File: src/hw/rtl/bmf_ram.sv
// bmf_ram: generic single-write, single-read synchronous ram
// read data registered; no dependencies
`default_nettype none
module bmf_ram #(
	parameter int WIDTH = 8,
	parameter int DEPTH = 256
) (
	input  wire logic                                   clk,
	input  wire logic                                   we,
	input  wire logic [(DEPTH > 1 ? $clog2(DEPTH) : 1)-1:0] waddr,
	input  wire logic [WIDTH-1:0]                       wdata,
	input  wire logic                                   re,
	input  wire logic [(DEPTH > 1 ? $clog2(DEPTH) : 1)-1:0] raddr,
	output logic      [WIDTH-1:0]                       rdata
);
	logic [WIDTH-1:0] mem [DEPTH];

	always_ff @(posedge clk) begin
		if (we) begin
			mem[waddr] <= wdata;
		end
		if (re) begin
			rdata <= mem[raddr];
		end
	end
endmodule
`default_nettype wire
File: config.mk
export PLATFORM = sky130hd
export DESIGN_NAME = bmf_ram
export DESIGN_NICKNAME = d
export VERILOG_FILES = /design/src/hw/rtl/bmf_ram.sv
export SDC_FILE = /design/constraint.sdc
export NUM_CORES = 2
export LEC_CHECK = 0
export BUFFER_PORTS_ARGS = -buffer_cell sky130_fd_sc_hd__buf_2
export CORE_ASPECT_RATIO = 0.9
export CORE_MARGIN = 1
export CORE_UTILIZATION = 39
export DETAILED_ROUTE_END_ITERATION = 7
export MAX_ROUTING_LAYER = met4
export PLACE_DENSITY = 0.52
export SYNTH_ARGS = -nofsm -noshare
export SYNTH_HDL_FRONTEND = slang
export SYNTH_SLANG_ARGS = --single-unit
export TNS_END_PERCENT = 20
File: constraint.sdc
create_clock -name clk -period 4.7 [get_ports clk]
set_input_delay 0.47 -clock clk [delete_from_list [all_inputs] [get_ports clk]]
set_output_delay 0.47 -clock clk [all_outputs]
set_load 0.01 [all_outputs]
# Yosys cells after proc, flatten, opt, wreduce, memory -nomap -nowiden
# Memory sizes are Yosys's and may differ from the RTL's. A register that Yosys moved wholly into a read port is not among the register bits.
# Cells that the tools add are included.
[classes]
muxes = 2
[ops]
columns = ["op", "count"]
rows = [
  ["$mux 1", 2],
]
[word_totals]
mem_count = 1
regBits = 0
mem_bits_rw = 2048
inputBits = 27
[mem_list]
columns = ["name", "words", "width", "rd", "rd_ports_with_merged_regs", "write_ports", "line", "source"]
rows = [
  ["mem", 256, 8, 1, 1, 1, "16", "logic [WIDTH-1:0] mem [DEPTH];"],
]

# Depth between registers and ports, before layout
[depth]
word_depth = 2
depth_mapped = 11
ltp_nobuf = 6

# Least setup slack after synthesis
# Ideal clock, no wire load.
[synth_path]
path_type = "input to register"
from = "in raddr[0] (netlist name)"
to = "reg rdata[2], read port of mem, data pin"
t_arrival_ps = 2277
required_ps = 4431
setup_ps = 269
stages = 9
path_slack_ps = 2154
path_buffers = 4
path_cell_list = "buf_6 > buf_12 > buf_8 > buf_2 > mux4_2 > a22oi_1 > a21oi_1 > nor4_1 > nor4_2"
[synth_lines]
columns = ["item", "line", "source"]
rows = [
  ["from (decl)", "13", "input wire logic [(DEPTH > 1 ? $clog2(DEPTH) : 1)-1:0] raddr,"],
  ["to (decl)", "14", "output logic [WIDTH-1:0] rdata"],
]

==> flow_summary.yaml <==
final_layout:
  multi_input_area_sq_um: 16500
  syn2layout_area_growth_pct: 13.0
  finish.utilization: 0.446
  nNetsFinal: 3971
  drive_above_1_share: 0.241
  fillerInstances: 17200
  regArea_sq_um: 61700
routing:
  drtIter0Drc: 4373
  ant_nets: 0
  wl_per_cell_microns: 31.2
  drtPass1Iterations: 8
  vias_per_cell: 5.75
  vias: 39000
  finalWirelength_microns: 212000
  drc: 0
clocking:
  worstSkewPairLatency_ps: 820
  postCtsResizedCells: 0
  cts_tree: "yes"
  h-tree-depth: 4
  cts_buffers: 200
  clock-sinks: 2056
  postCtsHoldBufs: 0
  cts_setup_buffers: 0
  root_buffer: "clkbuf_16"
  clkSlewWorstSetupHoldPaths_ps: 60
  cts_buffer_depth: 3
floorplan:
  pin_count: 35
  dieArea_sq_um: 206000
  num_rows: 156
  fp.dieH_microns: 431
  coreArea_sq_um: 202000
  die-width_microns: 478
  initial_utilization: 0.395
timing:
  hold_viol_final: 0
  rsz0062_at_grt: "false"
  fin_crit_ps: 3410
  setup_tns_ps: 0
  slew_headroom: 0.0909
  drv_slew: 0
  timing.final.crit_share: 0.725
  tightest_slew_ps: 1330
  fin_skew_ps: 26.0
  holdWs_ps: 69.0
  setup_viol: 0
  clock.fmax_ghz: 0.294
worst_hold_path:
  hold_start: "wdata[1]"
  hold_class: "in2reg"
global_route:
  grt_start_max_net_pins: 137
  grt_pass1_vias: 39000
  grt_util_all_layers: 0.212
  grt_pass1_wl_microns: 301000
  gr-total-overflow: 0
  antenna_found_initial: 8
power:
  p_per_area_nw_per_um2: 419
  p_total_mw: 37.7
  p_leak_nw: 27.6
  vdd.ir_drop.worst_uv: 360
critical_path:
  cp-start-kind: "primary input"
  critPathMostFrequentCell: "buf_4"
  endpoint_kind: "register"
  crit_type: "in2reg"
  crit_chain: "buf_4 > inv_2 > buf_4 > nand2_1 > o21ai_0 > a2111oi_0 > nor3_1 > nor4_2"
  arrival_ps: 4050
  critical_path.max_stage_delay_ps: 1200
  critPathBufInv: 3
  critPathTopFamily: "compound AO/OA/AOI/OAI gates"
  cp-startpoint: "raddr[2]"
  reg2reg_from: "mem[129][1]$_DFFE_PP_"
  cp_slowest_cell: "a2111oi_0"
  crit_path_max_fanout: 28
  cp_data_required_time_ps: 5340
yosys:
  avgSynthCellArea_sq_um: 21.3
  synthTopCellsByCount: "2056 x edfxtp_1, 454 x mux4_2, 282 x nor2_1"
  synthesis.nets: 3760
  ys.flop_type: "edfxtp_1"
  ys_seq_area_frac: 0.775
  synth_cells: 3733
  synth.most_common_cell: "edfxtp_1"
  ys_ff_latch: 2056
  yosysUniqueCellTypes: 54
  ys_warn_count: 0
  ys_top_cells_by_area: "edfxtp_1 78%, mux4_2 13%, mux2i_1 1.7%, nor2_1 1.3%, a22oi_1 1.3%"
  synth_top_area_cell: "edfxtp_1"
  synth_edf_count: 2056
  synth_area_sq_um: 79600
  synthArstFlopShare: 0
  synth_top_area_share: 0.775
place:
  dp_hpwl_microns: 132000
  place.gp.congestion: 0.833
  port_buffers: 34
run_status:
  status: "finished clean"
job:
  drv_cap: 0
==> flip-flops by register name, indices dropped and copies added (netlist names) <==
signal	flops
mem	2048
rdata	8
==> per-stage QoR <==
step | std cells | setup slack (ps) | area [sq um]
6_report | 6790 | 1290 | 90000
4_1_cts | 6788 | 1350 | 90000
2_1_floorplan | 3733 | 2150 | 79600
5_1_grt | 6788 | 1320 | 90000
3_5_place_dp | 6428 | 466 | 83800
3_3_place_gp | 6426 | 108 | 83800
==> layout by cell type (no fill, tap or decap), types with 10 or more instances in the layout <==
cell and n:
nor4_1 21, buf_8 10, nand2_1 33, o211ai_1 10
nor2_1 279, a21oi_1 96, clkbuf_16 203, clkinv_2 34
a211oi_1 16, nor2b_1 28, nand4_1 10, buf_12 27
clkinv_1 42, nand3_1 28, clkbuf_1 56, o221ai_1 46
a221oi_1 13, mux2i_1 134, o22ai_1 28, bufinv_16 14
nor3_1 22, buf_2 22, o21ai_0 10, a22oi_1 133
mux4_2 454, edfxtp_1 2056, buf_4 183
==> layer usage <==
metal  wire, microns  up-vias  GRT usage
met2           97600     1420      0.313
met3           15100      261     0.0348
met5               0        -          -
met1           95800    21200      0.312
met4            3650        0     0.0405
li1                -    16100          -
==> cell families after synthesis <==
kind of cell | count (synthesis) | share of synthesized area
compound gates | 385 | 0.0342
simple gates | 466 | 0.0263
mux | 591 | 0.146
buf+inv | 235 | 0.0183
flops | 2056 | 0.775
==> power breakdown <==
part	internal (mW)	switching (mW)	total, mW
clock network	8.68	6.83	15.5
logic	0.659	1.26	1.92
registers	20.2	0.0192	20.2
==> final cells by class <==
type                    count  area share
diodes                      2   0.0000556
clock buffers             259      0.0588
clock inverters           101     0.00998
inverters                   2   0.0000834
multi-input cells        1442       0.184
flip-flops and latches   2056       0.686
well taps                2686      0.0373
repair buffers            242      0.0242
==> worst paths after layout <==
check	endpoint	slack, ps	depth (start not counted)
min	mem[195][1]$_DFFE_PP_	70	1
max	rdata[0]$_DFFE_PP_	1290	8
max reg2reg	rdata[1]$_DFFE_PP_	1550	6
min reg2reg	rdata[5]$_DFFE_PP_	1160	6
==> worst reg2reg max path, stage by stage, from the launching register on <==
cell and delay, ps:
edfxtp_1 360, mux4_1 540, mux4_2 520, nor2_1 220
a2111oi_1 140, nor3_1 970, nor4_1 130
No activity file was read; power rests on OpenSTA's default activity.
